[src/design/dedup_moving_average_runtime_defines.svh]
// assertion macros for the runtime averaging block
`ifndef DEDUP_MOVING_AVERAGE_RUNTIME_DEFINES_SVH
`define DEDUP_MOVING_AVERAGE_RUNTIME_DEFINES_SVH

// same-cycle implication, checked outside reset
`define DMAR_ASSERT_NOW(lbl, ante, cons, msg) \
  lbl: assert property (@(posedge clk_i) disable iff (!rst_ni) (ante) |-> (cons)) \
    else $error(msg);

// next-cycle implication, checked outside reset
`define DMAR_ASSERT_NEXT(lbl, ante, cons, msg) \
  lbl: assert property (@(posedge clk_i) disable iff (!rst_ni) (ante) |=> (cons)) \
    else $error(msg);

`endif

[src/design/dmar_pkg.sv]
// shared types and constants of the runtime averaging block
package dmar_pkg;

  localparam int unsigned PCT_W    = 8;
  localparam int unsigned SECS_W   = 25;
  localparam int unsigned SECS_MAG_W = 24;
  localparam int unsigned MIN_W    = 19;
  localparam int unsigned HRS_W    = 13;
  localparam int unsigned MINS_W   = 6;
  localparam int unsigned STATUS_W = 2;

  // floor(x / 60) == (x * RECIP_60) >> RECIP_SHIFT for x below 2**24
  localparam int unsigned RECIP_W     = 25;
  localparam logic [RECIP_W-1:0] RECIP_60 = 25'd17895698;
  localparam int unsigned RECIP_SHIFT = 30;
  localparam int unsigned PROD_W      = SECS_MAG_W + RECIP_W;

  localparam logic [STATUS_W-1:0] STATUS_AVG      = 2'd0;
  localparam logic [STATUS_W-1:0] STATUS_CHARGING = 2'd1;
  localparam logic [STATUS_W-1:0] STATUS_UNAVAIL  = 2'd2;

  typedef struct packed {
    logic start;
    logic done;
  } div_ctrl_t;

endpackage

[src/design/dedup_moving_average_runtime.sv]
// Averages battery runtime readings in minutes over a ring of the last WINDOW_DEPTH
// values, where a value equal to the newest entry is not added again, and reports the
// mean as hours and minutes. A failed reading answers unavailable and a charging reading
// (sign bit set) answers charging, both without touching the history. A runtime reading
// passes through the minutes conversion, the history update, the bit-serial divide of
// the running sum by the entry count and the hours split. One item is in work at a
// time; the next is taken as soon as the result sits in the output register.
`include "dedup_moving_average_runtime_defines.svh"

module dedup_moving_average_runtime #(
  parameter int unsigned WINDOW_DEPTH = 10
) (
  input  logic        clk_i,
  input  logic        rst_ni,
  input  logic        s_axis_tvalid,
  output logic        s_axis_tready,
  input  logic [39:0] s_axis_tdata,  // charge_percent, runtime_seconds, zero pad
  input  logic [0:0]  s_axis_tuser,  // reading_valid
  output logic        m_axis_tvalid,
  input  logic        m_axis_tready,
  output logic [31:0] m_axis_tdata,  // percent_out, avg_hours, avg_minutes, zero pad
  output logic [1:0]  m_axis_tuser   // status
);

  localparam int unsigned MIN_W  = dmar_pkg::MIN_W;
  localparam int unsigned CNT_W  = $clog2(WINDOW_DEPTH + 1);
  localparam int unsigned IDX_W  = (WINDOW_DEPTH > 1) ? $clog2(WINDOW_DEPTH) : 1;
  localparam int unsigned SUM_W  = MIN_W + CNT_W;
  localparam int unsigned PCT_W  = dmar_pkg::PCT_W;
  localparam int unsigned HRS_W  = dmar_pkg::HRS_W;
  localparam int unsigned MAG_W  = dmar_pkg::SECS_MAG_W;

  localparam logic [3:0] ST_IDLE = 4'd0;
  localparam logic [3:0] ST_MINS = 4'd1;
  localparam logic [3:0] ST_RDOL = 4'd2;
  localparam logic [3:0] ST_UPD  = 4'd3;
  localparam logic [3:0] ST_DIVS = 4'd4;
  localparam logic [3:0] ST_DIVW = 4'd5;
  localparam logic [3:0] ST_HRS  = 4'd6;
  localparam logic [3:0] ST_OUT  = 4'd7;

  logic [3:0]          state_q, state_d;
  logic [IDX_W-1:0]    tail_q, tail_d;
  logic [CNT_W-1:0]    count_q, count_d;
  logic [SUM_W-1:0]    sum_q, sum_d;

  logic [MAG_W-1:0]    secs_q, secs_d;
  logic [PCT_W-1:0]    pct_q, pct_d;
  logic [1:0]          status_q, status_d;
  logic [MIN_W-1:0]    mins_q, mins_d;
  logic [MIN_W-1:0]    newest_q, newest_d;
  logic [MIN_W-1:0]    avg_q, avg_d;
  logic [HRS_W-1:0]    hours_q, hours_d;

  logic                out_valid_q, out_valid_d;
  logic [31:0]         out_data_q, out_data_d;
  logic [1:0]          out_user_q, out_user_d;

  logic [MIN_W-1:0]    ring_mem [WINDOW_DEPTH];
  logic [MIN_W-1:0]    rd_data_q;
  logic [IDX_W-1:0]    rd_addr;
  logic                wr_en;

  logic [MAG_W-1:0]    mul_a;
  logic [dmar_pkg::PROD_W-1:0] product;
  logic [MIN_W-1:0]    hrs_x60;
  logic [MIN_W-1:0]    min_rem;
  logic [IDX_W-1:0]    tail_inc, tail_dec;
  logic                full, push, accept, out_load;

  dmar_pkg::div_ctrl_t   div_ctrl;
  logic [SUM_W-1:0]    div_quo;

  dmar_div #(
    .DW (SUM_W),
    .VW (CNT_W)
  ) u_div (
    .clk_i      (clk_i),
    .rst_ni     (rst_ni),
    .start_i    (div_ctrl.start),
    .dividend_i (sum_q),
    .divisor_i  (count_q),
    .done_o     (div_ctrl.done),
    .quotient_o (div_quo)
  );

  assign s_axis_tready = (state_q == ST_IDLE);
  assign accept        = s_axis_tvalid && s_axis_tready;
  assign full          = (count_q == CNT_W'(WINDOW_DEPTH));
  assign tail_inc      = (tail_q == IDX_W'(WINDOW_DEPTH - 1)) ? '0 : tail_q + 1'b1;
  assign tail_dec      = (tail_q == '0) ? IDX_W'(WINDOW_DEPTH - 1) : tail_q - 1'b1;
  assign push          = (count_q == '0) || (newest_q != mins_q);

  assign mul_a   = (state_q == ST_MINS) ? secs_q : {{(MAG_W - MIN_W){1'b0}}, avg_q};
  assign product = mul_a * dmar_pkg::RECIP_60;
  assign hrs_x60 = MIN_W'({hours_q, 6'b0} - {hours_q, 2'b0});
  assign min_rem = avg_q - hrs_x60;
  assign out_load = (state_q == ST_OUT) && (!out_valid_q || m_axis_tready);

  assign rd_addr = (state_q == ST_MINS) ? tail_dec : tail_q;
  assign wr_en   = (state_q == ST_UPD) && push;
  assign div_ctrl.start = (state_q == ST_DIVS);

  always_comb begin
    state_d  = state_q;
    tail_d   = tail_q;
    count_d  = count_q;
    sum_d    = sum_q;
    secs_d   = secs_q;
    pct_d    = pct_q;
    status_d = status_q;
    mins_d   = mins_q;
    newest_d = newest_q;
    avg_d    = avg_q;
    hours_d  = hours_q;
    case (state_q)
      ST_IDLE: begin
        if (accept) begin
          secs_d  = s_axis_tdata[PCT_W +: MAG_W];
          avg_d   = '0;
          hours_d = '0;
          if (!s_axis_tuser[0]) begin
            status_d = dmar_pkg::STATUS_UNAVAIL;
            pct_d    = '0;
            state_d  = ST_OUT;
          end else if (s_axis_tdata[PCT_W + dmar_pkg::SECS_W - 1]) begin
            status_d = dmar_pkg::STATUS_CHARGING;
            pct_d    = s_axis_tdata[PCT_W-1:0];
            state_d  = ST_OUT;
          end else begin
            status_d = dmar_pkg::STATUS_AVG;
            pct_d    = s_axis_tdata[PCT_W-1:0];
            state_d  = ST_MINS;
          end
        end
      end
      ST_MINS: begin
        mins_d  = product[dmar_pkg::RECIP_SHIFT +: MIN_W];
        state_d = ST_RDOL;
      end
      ST_RDOL: begin
        newest_d = rd_data_q;
        state_d  = ST_UPD;
      end
      ST_UPD: begin
        if (push) begin
          tail_d = tail_inc;
          if (full) begin
            sum_d = sum_q - SUM_W'(rd_data_q) + SUM_W'(mins_q);
          end else begin
            sum_d   = sum_q + SUM_W'(mins_q);
            count_d = count_q + 1'b1;
          end
        end
        state_d = ST_DIVS;
      end
      ST_DIVS: begin
        state_d = ST_DIVW;
      end
      ST_DIVW: begin
        if (div_ctrl.done) begin
          avg_d   = div_quo[MIN_W-1:0];
          state_d = ST_HRS;
        end
      end
      ST_HRS: begin
        hours_d = product[dmar_pkg::RECIP_SHIFT +: HRS_W];
        state_d = ST_OUT;
      end
      ST_OUT: begin
        if (out_load) begin
          state_d = ST_IDLE;
        end
      end
      default: begin
        state_d = ST_IDLE;
      end
    endcase
  end

  always_comb begin
    out_valid_d = out_valid_q;
    out_data_d  = out_data_q;
    out_user_d  = out_user_q;
    if (out_load) begin
      out_valid_d = 1'b1;
      out_user_d  = status_q;
      out_data_d  = {5'b0, min_rem[dmar_pkg::MINS_W-1:0], hours_q, pct_q};
    end else if (m_axis_tready) begin
      out_valid_d = 1'b0;
    end
  end

  always_ff @(posedge clk_i or negedge rst_ni) begin
    if (!rst_ni) begin
      state_q     <= ST_IDLE;
      tail_q      <= '0;
      count_q     <= '0;
      sum_q       <= '0;
      out_valid_q <= 1'b0;
    end else begin
      state_q     <= state_d;
      tail_q      <= tail_d;
      count_q     <= count_d;
      sum_q       <= sum_d;
      out_valid_q <= out_valid_d;
    end
  end

  always_ff @(posedge clk_i) begin
    secs_q     <= secs_d;
    pct_q      <= pct_d;
    status_q   <= status_d;
    mins_q     <= mins_d;
    newest_q   <= newest_d;
    avg_q      <= avg_d;
    hours_q    <= hours_d;
    out_data_q <= out_data_d;
    out_user_q <= out_user_d;
  end

  // history ring, one write and one registered read per cycle
  always_ff @(posedge clk_i) begin
    if (wr_en) begin
      ring_mem[tail_q] <= mins_q;
    end
    rd_data_q <= ring_mem[rd_addr];
  end

  assign m_axis_tvalid = out_valid_q;
  assign m_axis_tdata  = out_data_q;
  assign m_axis_tuser  = out_user_q;

  `DMAR_ASSERT_NOW(a_count_bound, 1'b1, count_q <= CNT_W'(WINDOW_DEPTH),
    "history count above window depth")
  `DMAR_ASSERT_NOW(a_empty_sum, count_q == '0, sum_q == '0,
    "nonzero sum with empty history")
  `DMAR_ASSERT_NEXT(a_avg_nonempty, out_load && status_q == dmar_pkg::STATUS_AVG,
    count_q != '0, "average reported with empty history")

endmodule

[src/design/dmar_div.sv]
// bit-serial restoring divider, one quotient bit per cycle
module dmar_div #(
  parameter int unsigned DW = 23,
  parameter int unsigned VW = 4
) (
  input  logic          clk_i,
  input  logic          rst_ni,
  input  logic          start_i,
  input  logic [DW-1:0] dividend_i,
  input  logic [VW-1:0] divisor_i,
  output logic          done_o,
  output logic [DW-1:0] quotient_o
);

  localparam int unsigned CW = $clog2(DW + 1);

  logic [CW-1:0] cnt_q, cnt_d;
  logic          done_q, done_d;
  logic [DW-1:0] quo_q, quo_d;
  logic [VW-1:0] rem_q, rem_d;
  logic [VW-1:0] dvs_q, dvs_d;
  logic [VW:0]   shifted;
  logic [VW:0]   diff;

  assign shifted = {rem_q, quo_q[DW-1]};
  assign diff    = shifted - {1'b0, dvs_q};

  always_comb begin
    cnt_d  = cnt_q;
    quo_d  = quo_q;
    rem_d  = rem_q;
    dvs_d  = dvs_q;
    done_d = 1'b0;
    if (start_i) begin
      cnt_d = CW'(DW);
      quo_d = dividend_i;
      rem_d = '0;
      dvs_d = divisor_i;
    end else if (cnt_q != '0) begin
      cnt_d = cnt_q - 1'b1;
      if (shifted >= {1'b0, dvs_q}) begin
        rem_d = diff[VW-1:0];
        quo_d = {quo_q[DW-2:0], 1'b1};
      end else begin
        rem_d = shifted[VW-1:0];
        quo_d = {quo_q[DW-2:0], 1'b0};
      end
      if (cnt_q == CW'(1)) begin
        done_d = 1'b1;
      end
    end
  end

  always_ff @(posedge clk_i or negedge rst_ni) begin
    if (!rst_ni) begin
      cnt_q  <= '0;
      done_q <= 1'b0;
    end else begin
      cnt_q  <= cnt_d;
      done_q <= done_d;
    end
  end

  always_ff @(posedge clk_i) begin
    quo_q <= quo_d;
    rem_q <= rem_d;
    dvs_q <= dvs_d;
  end

  assign done_o     = done_q;
  assign quotient_o = quo_q;

endmodule

[config.mk]
export PLATFORM = sky130hd
export DESIGN_NAME = dedup_moving_average_runtime
export DESIGN_NICKNAME = d
export VERILOG_FILES = /design/src/design/dmar_pkg.sv /design/src/design/dedup_moving_average_runtime.sv /design/src/design/dmar_div.sv
export VERILOG_INCLUDE_DIRS = /design/src /design/src/design
export SDC_FILE = /design/constraint.sdc
export NUM_CORES = 1
export LEC_CHECK = 0
export BUFFER_PORTS_ARGS = -buffer_cell sky130_fd_sc_hd__buf_2
export CAP_MARGIN = 5
export CORE_AREA = 8 8 385 199
export DETAILED_ROUTE_END_ITERATION = 10
export DIE_AREA = 0 0 393 207
export GPL_TIMING_DRIVEN = 0
export SYNTH_ARGS = -nofsm -noshare
export SYNTH_HDL_FRONTEND = slang
export SYNTH_HIERARCHICAL = 1
export SYNTH_SLANG_ARGS = --single-unit
[constraint.sdc]
create_clock -name clk_i -period 10.1 [get_ports clk_i]
set_input_delay 1.515 -clock clk_i [delete_from_list [all_inputs] [get_ports clk_i]]
set_output_delay 1.515 -clock clk_i [all_outputs]
set_load 0.01 [all_outputs]
==> impl_metrics.py, run 1 <==
metrics = {
    "sta": {
        "slew_viol_final": 0,
        "setup_viol": 0,
        "clock_skew_ns": 0.0161,
        "fin_crit_sh_pct": 93.0,
        "rsz0062_at_grt": "false",
        "fin_ws_ns": 0.711,
        "relSlewSlack_pct": 25.8,
        "hold_viol": 0,
        "worst_slew_pin_slew_ns": 1.11,
        "finalCriticalPeriod_ns": 9.39,
        "max_freq_mhz": 107,
    },
    "clock_tree": {
        "max-clock-path-buffers": 3,
        "root_buffer": "clkbuf_16",
        "clkTransAtPathRegs_ns": 0.07,
        "cts_hold_buf": 0,
        "cts_tree": "built",
        "cts_sinks": 414,
        "cts_resized": 0,
        "clock_latency_ns": 0.56,
        "postCtsSetupBuffers": 0,
        "cts_made_buffers": 41,
        "cts.htree.levels": 2,
    },
    "setup_path": {
        "worstPathRequired_ns": 10.52,
        "critPathLaunchType": "flip-flop",
        "path_class": "reg -> reg",
        "critPathArrivalTime_ns": 9.81,
        "crit_fanout": 28,
        "endpoint_kind": "flip-flop",
    },
    "finish": {
        "finalNetCount": 2483,
        "multi_input_area_sq_um": 11500,
        "drive_gt1_share_pct": 13.1,
        "final_util_pct": 38.9,
        "synthToLayoutAreaGrowth_pct": 13.0,
        "seq_area_sq_um": 12000,
        "diodes": 0,
        "nFillCells": 6824,
    },
    "run_status": {
        "status": "finished, final reports clean",
    },
    "synth": {
        "syn-cell-area_sq_um": 24700,
        "synthAdderAreaFrac_pct": 21.5,
        "synth.top_cells.by_area": "edfxtp_1 43%, ha_1 14%, fa_1 7.8%, dfrtp_1 4.2%, inv_1 4.1%",
        "synth_compound_area_share_pct": 8.42,
        "ys_seq_area_share_pct": 48.6,
        "async_flop_share_pct": 9.90,
        "synth.distinct_cells": 92,
        "ys_ff_latch": 414,
        "yosysTopAreaCellShare_pct": 42.6,
        "synth_top_area_cell": "edfxtp_1",
        "synth_xor_area_share_pct": 2.77,
        "synthCells": 1940,
        "synth_mux_area_share_pct": 6.36,
        "synthSimpleGateAreaFrac_pct": 7.23,
        "synthFlopType": "edfxtp_1",
        "synth_edf_count": 350,
        "synth_top_family_by_area": "adder cells",
        "synth_warnings": 6,
        "synth.avg_cell_area_sq_um": 12.7,
    },
    "grt": {
        "first_global_vias": 15700,
        "antenna_found_initial": 2,
        "grt-ovfl-total": 0,
        "grt_max_degree": 42,
        "grt_usage_pct": 16.0,
        "grt_pass1_wl_microns": 99700,
    },
    "drt": {
        "routedWlPerCell_microns": 21.5,
        "via_per_inst": 5.22,
        "totalWireLength_microns": 66000,
        "vias": 16000,
        "antenna_left": 0,
        "drc": 0,
        "drtIter0Drc": 1938,
        "drt-pass1-iter-count": 6,
    },
    "run": {
        "maxCapViolations": 0,
    },
    "placement": {
        "gp_congestion": 0.958,
        "place_hpwl_microns": 52400,
        "port_buffers": 68,
        "pre_cts_ws_ns": 0.983,
    },
    "floorplan": {
        "start_util_pct": 34.5,
        "rows": 70,
        "die_x_microns": 393,
        "core_region_area_sq_um": 71600,
        "die_area_sq_um": 81400,
        "ioPinCount": 81,
        "die_h_microns": 207,
    },
    "worst_hold_path": {
        "hp-class": "reg -> reg",
    },
}
final timing paths:
check,start,endpoint,slack (ns),cells past startpoint
worst max-delay path,state_q[2],hours_q[12],0.71,21
max in group asynchronous,rst_ni,tail_q[2],8.23,1
worst min register to register,hours_q[10],m_axis_tdata[18],0.41,0
worst max register to register,state_q[2],hours_q[12],0.71,21
worst min-delay path,hours_q[10],m_axis_tdata[18],0.41,0
min in group asynchronous,rst_ni,sum_q[14],1.14,1
routing by layer:
metal	vias to the layer above	track usage, %	wire, microns
li1	7244	-	-
met1	8106	27.6	35900
met5	-	0	0
met3	63	5.31	6930
met2	634	18.5	22400
met4	0	2.12	699
cell type report:
type / instances / area share, %
Sequential cell: 414 / 43.0
Multi-Input combinational cell: 1207 / 41.1
Clock inverter: 15 / 0.619
Timing Repair Buffer: 85 / 2.12
Tap cell: 972 / 4.36
Inverter: 268 / 3.61
Buffer: 55 / 0.946
Clock buffer: 60 / 4.22
critical path: stages, from the launching register on:
cell and delay (ns):
dfrtp_1 0.42, nor3b_2 0.53, buf_2 0.42, buf_2 0.70, o21ai_0 0.58, ha_1 0.54
fa_1 0.69, inv_1 0.11, fa_1 0.54, fa_1 0.55, inv_1 0.06, fa_1 0.48
ha_1 0.39, ha_1 0.42, nand3_1 0.17, or4_4 0.55, a211oi_2 0.44, nor3_2 0.13
o21bai_2 0.32, a311oi_2 0.20, xnor2_1 0.68, and4b_1 0.31
flip-flops by register name, summed over array words and instances, names as in the netlist, 4 cells and up:
| signal | count |
|---|---|
| u_div/quotient_o | 23 |
| rd_data_q | 19 |
| mins_q | 19 |
| count_q | 4 |
| secs_q | 24 |
| sum_q | 23 |
| avg_q | 19 |
| ring_mem | 190 |
| pct_q | 8 |
| hours_q | 13 |
| u_div/rem_q | 4 |
| u_div/cnt_q | 5 |
| newest_q | 19 |
| u_div/dvs_q | 4 |
| m_axis_tdata | 27 |
| tail_q | 4 |
metrics by stage:
stage | instance area, sq um | hold slack, ns | setup TNS [ns] | instances
after CTS | 27900 | 0.421 | 0 | 3074
after floorplan | 24700 | 0.400 | 0 | 1944
after global placement | 26300 | 0.400 | -0.0275 | 2984
final | 27900 | 0.414 | 0 | 3076
after detailed placement | 26500 | 0.405 | 0 | 2999
after global routing | 27900 | 0.425 | 0 | 3076
synthesized netlist by cell type (all sizes together) (25+ instances only):
master / instances
edfxtp: 350
ha: 270
inv: 268
fa: 96
a21oi: 90
nand2: 83
nor2: 80
o21ai: 57
xnor2: 53
nor2b: 42
dfrtp: 41
mux4: 38
mux2: 34
clkbuf: 33
mux2i: 33
a211oi: 28
a21o: 28
nor3: 26
xor2: 25
layout by cell type (no fill, tap or decap), drive strengths merged, types with 12 or more instances in the layout:
cell and count:
fa 96, and3 23, a211oi 28, o21ai 57
a21oi 90, inv 269, buf 107, mux2 34
xor2 25, and2 13, dfrtp 41, nor3 26
nand2 83, nand3 14, xnor2 53, dfxtp 23
clkbuf 93, nor2 80, nand4 13, a31oi 16
mux4 38, o21a 12, edfxtp 350, a21o 28
mux2i 33, ha 270, nor2b 42
cell families (layout without fill, tap and decap cells):
logic type,after synthesis,count (layout)
flip-flops,414,414
other,1,5
adder cells (fa/ha/maj),366,366
AO/OA/AOI/OAI,310,310
buffers and inverters,323,483
multiplexers,105,105
XOR/XNOR,78,78
AND/OR/NAND/NOR,343,343
Power of run 1 is not shown: default switching activity piles up to over one toggle a cycle in this logic, so the estimate is an artifact.
==> run 2, diff against run 1 <==
--- a/config.mk
+++ b/config.mk
@@ -6,12 +6,14 @@
 export SDC_FILE = /design/constraint.sdc
 export NUM_CORES = 1
 export LEC_CHECK = 0
+export ABC_AREA = 0
 export BUFFER_PORTS_ARGS = -buffer_cell sky130_fd_sc_hd__buf_2
 export CAP_MARGIN = 5
 export CORE_AREA = 8 8 385 199
 export DETAILED_ROUTE_END_ITERATION = 10
 export DIE_AREA = 0 0 393 207
 export GPL_TIMING_DRIVEN = 0
+export MAX_ROUTING_LAYER = met4
 export SYNTH_ARGS = -nofsm -noshare
 export SYNTH_HDL_FRONTEND = slang
 export SYNTH_HIERARCHICAL = 1
==> constraint.sdc (replaced) <==
create_clock -name clk_i -period 8.8 [get_ports clk_i]
set_input_delay 1.32 -clock clk_i [delete_from_list [all_inputs] [get_ports clk_i]]
set_output_delay 1.32 -clock clk_i [all_outputs]
set_load 0.01 [all_outputs]
==> run 2 against run 1 <==
Fmax increased by 9.1%; critical path type unchanged; first-iteration DRC count decreased by 12%; core utilization increased by 0.066 points; non-clock buffer count decreased by 1; hold slack improved by 0.0084 ns; critical endpoint unchanged.
==> impl_metrics.py, run 2 (synthesized netlist as in run 1, its figures left out) <==
metrics = {
    "finish": {
        "multi_input_area_sq_um": 11500,
        "finalNetCount": 2482,
        "final_util_pct": 39.0,
        "nFillCells": 6833,
        "seq_area_sq_um": 12000,
        "drive_gt1_share_pct": 13.4,
        "largest_reg_flops": 190,
        "final_common_cell": "edfxtp_1",
        "largest-register": "ring_mem",
        "synthToLayoutAreaGrowth_pct": 13.2,
        "layout_common_cells": "350 x edfxtp_1, 270 x ha_1, 267 x inv_1",
    },
    "setup_path": {
        "endpoint_kind": "flip-flop",
        "timing.rr.end": "hours_q[12]",
        "r2r-start": "state_q[2]",
        "regToRegSetupSlack_ns": 0.19,
        "path_class": "reg -> reg",
        "critPathLaunchType": "flip-flop",
        "crit_fanout": 10,
        "reg2reg_depth": 23,
        "worstPathRequired_ns": 9.21,
        "critPathArrivalTime_ns": 9.02,
    },
    "clock_tree": {
        "clkTransAtPathRegs_ns": 0.07,
        "cts_sinks": 414,
        "max-clock-path-buffers": 3,
        "postCtsSetupBuffers": 0,
        "cts_made_buffers": 41,
        "cts.htree.levels": 2,
        "root_buffer": "clkbuf_16",
        "clock_latency_ns": 0.57,
        "cts_tree": "built",
    },
    "worst_hold_path": {
        "hp-class": "reg -> reg",
        "min_to": "m_axis_tdata[3]",
        "hold_depth": 0,
        "hold_start": "pct_q[3]",
    },
    "floorplan": {
        "die_x_microns": 393,
        "die_area_sq_um": 81400,
        "start_util_pct": 34.5,
        "core_region_area_sq_um": 71600,
        "die_h_microns": 207,
        "rows": 70,
        "ioPinCount": 81,
    },
    "placement": {
        "port_buffers": 68,
        "place_hpwl_microns": 52700,
        "gp_congestion": 0.959,
    },
    "run": {
        "maxCapViolations": 0,
    },
    "grt": {
        "first_global_vias": 15500,
        "antenna_found_initial": 1,
        "grt-ovfl-total": 0,
        "grt_max_degree": 42,
        "grt_pass1_wl_microns": 99200,
        "grt_usage_pct": 16.5,
    },
    "sta": {
        "setup_tns_ns": 0,
        "finalCriticalPeriod_ns": 8.61,
        "max_freq_mhz": 116,
        "relSlewSlack_pct": 14.5,
        "clock_skew_ns": 0.0267,
        "slew_viol_final": 0,
        "setup_viol": 0,
        "fin_crit_sh_pct": 97.8,
        "hold_viol": 0,
        "worst_slew_pin_slew_ns": 1.28,
        "rsz0062_at_grt": "false",
    },
    "run_status": {
        "status": "finished, final reports clean",
    },
    "drt": {
        "routedWlPerCell_microns": 21.6,
        "vias": 15900,
        "totalWireLength_microns": 66400,
        "drc": 0,
        "drt-pass1-iter-count": 6,
        "via_per_inst": 5.17,
        "antenna_left": 0,
        "drtIter0Drc": 1710,
    },
}
-- run 2: metal layers --
metal	track usage (%)	up-vias	share of wire (%)	wire length [microns]
met1	27.4	7971	54	35600
met4	1.83	0	0.88	586
li1	-	7258	-	-
met2	18.4	616	34	22400
met5	-	-	0	0
met3	5.88	60	12	7690
-- run 2: metrics by stage --
stage	instances	worst slack [ns]	hold WS, ns	instance area, sq um
after floorplan	1944	1.59	0.400	24700
after global routing	3076	0.0495	0.426	27900
final	3079	0.194	0.422	28000
after detailed placement	2999	-0.352	0.406	26500
after CTS	3074	0.0732	0.421	27900
after global placement	2984	-1.37	0.401	26300
-- run 2: what timing repair did --
item | in CTS | in global routing
hold buffers | 0 | 0
endpoints found under the setup margin | 10 | 16
hold endpoints to repair | 0 | 0
resized for setup | 4 | 9
-- run 2: critical path, cell delays in order, from the launching register on --
cell and delay, ns:
dfrtp_1 0.44, nor3b_4 0.39, buf_2 0.40, clkbuf_4 0.40, mux2_2 0.51, ha_1 0.25, inv_1 0.19, fa_1 0.60
fa_1 0.50, fa_1 0.51, inv_1 0.06, fa_1 0.55, inv_1 0.07, fa_1 0.54, inv_1 0.04, ha_1 0.39
nand3_1 0.17, or4_4 0.55, a211oi_2 0.43, nor3_2 0.13, o21bai_2 0.35, a311oi_2 0.22, xnor2_2 0.43, and4b_1 0.30
-- run 2: area by class of cell --
cell class,count,area share [%]
Sequential cell,414,42.9
Multi-Input combinational cell,1207,41.2
Tap cell,972,4.35
Clock buffer,60,4.29
Inverter,268,3.60
Timing Repair Buffer,84,2.07
Buffer,55,0.980
Clock inverter,15,0.555
Antenna cell,4,0.0358
-- run 2: worst max-delay path by stage --
stage	end	from	cells past startpoint	slack [ns]
2_1_floorplan	mins_q[18]	state_q[2]	21	1.59
3_5_place_dp	hours_q[12]	state_q[2]	21	-0.35
3_3_place_gp	hours_q[12]	state_q[2]	21	-1.37
6_report	hours_q[12]	state_q[2]	23	0.19
5_1_grt	hours_q[12]	state_q[2]	23	0.05
4_1_cts	hours_q[10]	state_q[2]	23	0.07
Power of run 2 is left out for the same reason.
==> run 3, diff against run 2 <==
--- a/config.mk
+++ b/config.mk
@@ -9,11 +9,12 @@
 export ABC_AREA = 0
 export BUFFER_PORTS_ARGS = -buffer_cell sky130_fd_sc_hd__buf_2
 export CAP_MARGIN = 5
-export CORE_AREA = 8 8 385 199
+export CORE_AREA = 2 2 379 193
 export DETAILED_ROUTE_END_ITERATION = 10
-export DIE_AREA = 0 0 393 207
+export DIE_AREA = 0 0 381 195
 export GPL_TIMING_DRIVEN = 0
 export MAX_ROUTING_LAYER = met4
+export SETUP_SLACK_MARGIN = 0.4
 export SYNTH_ARGS = -nofsm -noshare
 export SYNTH_HDL_FRONTEND = slang
 export SYNTH_HIERARCHICAL = 1
==> run 3 against run 2 <==
Sequential share of layout area fell by 0.075 points; clock skew rose by 0.0076 ns; die area fell by 8.7%; critical path depth down 2; largest cell class unchanged.
==> impl_metrics.py, run 3 (synthesized netlist as in run 1, its figures left out) <==
metrics = {
    "setup_path": {
        "critPathLaunchType": "flip-flop",
        "worstPathRequired_ns": 9.23,
        "critPathTopFamily": "adder cells",
        "slowest_delay_ns": 0.65,
        "path_class": "reg -> reg",
        "regToRegSetupSlack_ns": 0.83,
        "crit_chain": "nor3b_4, buf_2, buf_4, o21ai_0, ha_1, fa_1, inv_1, fa_1, fa_1, inv_1, fa_1, ha_1, ha_1, nand4_1, or4_4, a211oi_4, o21ai_1, a21o_1, nand2_1, xor2_1, and4b_1",
        "critPathArrivalTime_ns": 8.40,
        "cp_slowest_cell": "fa_1",
        "path_common_cell": "fa_1",
        "endpoint_kind": "flip-flop",
        "cp.buffers_inverters": 4,
        "crit_fanout": 28,
    },
    "floorplan": {
        "rows": 69,
        "die_h_microns": 195,
        "die_area_sq_um": 74300,
        "start_util_pct": 35.0,
        "die_x_microns": 381,
        "ioPinCount": 81,
        "core_region_area_sq_um": 70600,
    },
    "grt": {
        "grt_usage_pct": 16.3,
        "grt_max_degree": 42,
        "first_global_vias": 15700,
        "grt_pass1_wl_microns": 90400,
        "grt-ovfl-total": 0,
        "antenna_found_initial": 0,
    },
    "finish": {
        "final_util_pct": 39.6,
        "final_common_cell": "edfxtp_1",
        "layout_common_cells": "350 x edfxtp_1, 270 x ha_1, 267 x inv_1",
        "largest-register": "ring_mem",
        "largest_reg_flops": 190,
        "synthToLayoutAreaGrowth_pct": 13.4,
        "drive_gt1_share_pct": 13.3,
        "diodes": 0,
        "final_cells": 3066,
        "finalNetCount": 2484,
    },
    "placement": {
        "port_buffers": 68,
        "dp_cells": 2985,
        "place_hpwl_microns": 44200,
        "pre_cts_ws_ns": -0.215,
        "gp_congestion": 0.856,
    },
    "sta": {
        "relSlewSlack_pct": 22.1,
        "timing.hold.ws_ns": 0.419,
        "fin_crit_sh_pct": 90.5,
        "max_freq_mhz": 126,
        "setup_viol": 0,
        "clock_skew_ns": 0.0343,
        "slew_viol_final": 0,
        "rsz0062_at_grt": "false",
        "fin_ws_ns": 0.834,
        "worst_slew_pin_slew_ns": 1.16,
        "finalCriticalPeriod_ns": 7.97,
        "hold_viol": 0,
    },
    "drt": {
        "antenna_left": 0,
        "vias": 15200,
        "drt-pass1-iter-count": 5,
        "drtIter0Drc": 1043,
        "routedWlPerCell_microns": 19.0,
        "via_per_inst": 4.96,
        "drc": 0,
        "totalWireLength_microns": 58300,
    },
    "clock_tree": {
        "root_buffer": "clkbuf_16",
        "max-clock-path-buffers": 3,
        "cts_sinks": 414,
        "clock_latency_ns": 0.60,
        "clkTransAtPathRegs_ns": 0.06,
        "cts_made_buffers": 43,
        "cts.htree.levels": 2,
        "cts_tree": "built",
    },
    "worst_hold_path": {
        "hp-class": "reg -> reg",
    },
    "run_status": {
        "status": "finished, final reports clean",
    },
    "run": {
        "maxCapViolations": 0,
    },
}
-- run 3: cell count changes in the layout (fill, tap and decap cells not counted), sizes merged --
cell      before  now
clkinvlp       0    2
diode          4    0
bufinv         2    3
inv          271  270
buf          105  106
clkinv        10   12
-- run 3: final timing paths --
| check | startpoint | endpoint | cells after the start |
|---|---|---|---|
| worst max register to register | state_q[1] | hours_q[10] | 21 |
| worst min-delay path | hours_q[10] | m_axis_tdata[18] | 0 |
| max in group asynchronous | rst_ni | state_q[2] | 1 |
| worst min register to register | hours_q[10] | m_axis_tdata[18] | 0 |
| min in group asynchronous | rst_ni | tail_q[2] | 1 |
| worst max-delay path | state_q[1] | hours_q[10] | 21 |
-- run 3: area by class of cell --
class,count,area [sq um]
Clock buffer,61,1210
Clock inverter,19,224
Tap cell,958,1200
Timing Repair Buffer,84,588
Sequential cell,414,12000
Inverter,268,1010
Fill cell,6704,42600
Multi-Input combinational cell,1207,11500
Buffer,55,268
-- run 3: through the flow --
stage	setup TNS, ns	instance area, sq um
after floorplan	0	24700
after global placement	-14.60	26200
after detailed placement	-0.342	26500
after CTS	0	28000
after global routing	0	28000
final	0	28000
-- run 3: layer usage --
layer  track usage (%)  vias to the layer above  part of all wire, %
met5                 -                        -                    0
met1              21.3                     7589                   45
met4              4.42                        0                  2.0
li1                  -                     7255                    -
met3              2.43                       74                  4.8
met2              26.4                      302                   48
-- run 3: what timing repair did --
| action | 4_1_cts | 5_1_grt |
|---|---|---|
| hold buffers | 0 | 0 |
| pin swaps | 1 | 0 |
| setup endpoints to repair | 22 | 5 |
| cloned | 0 | 0 |
| setup buffers | 1 | 0 |
| gates resized for setup | 4 | 3 |
Power of run 3 is left out for the same reason.
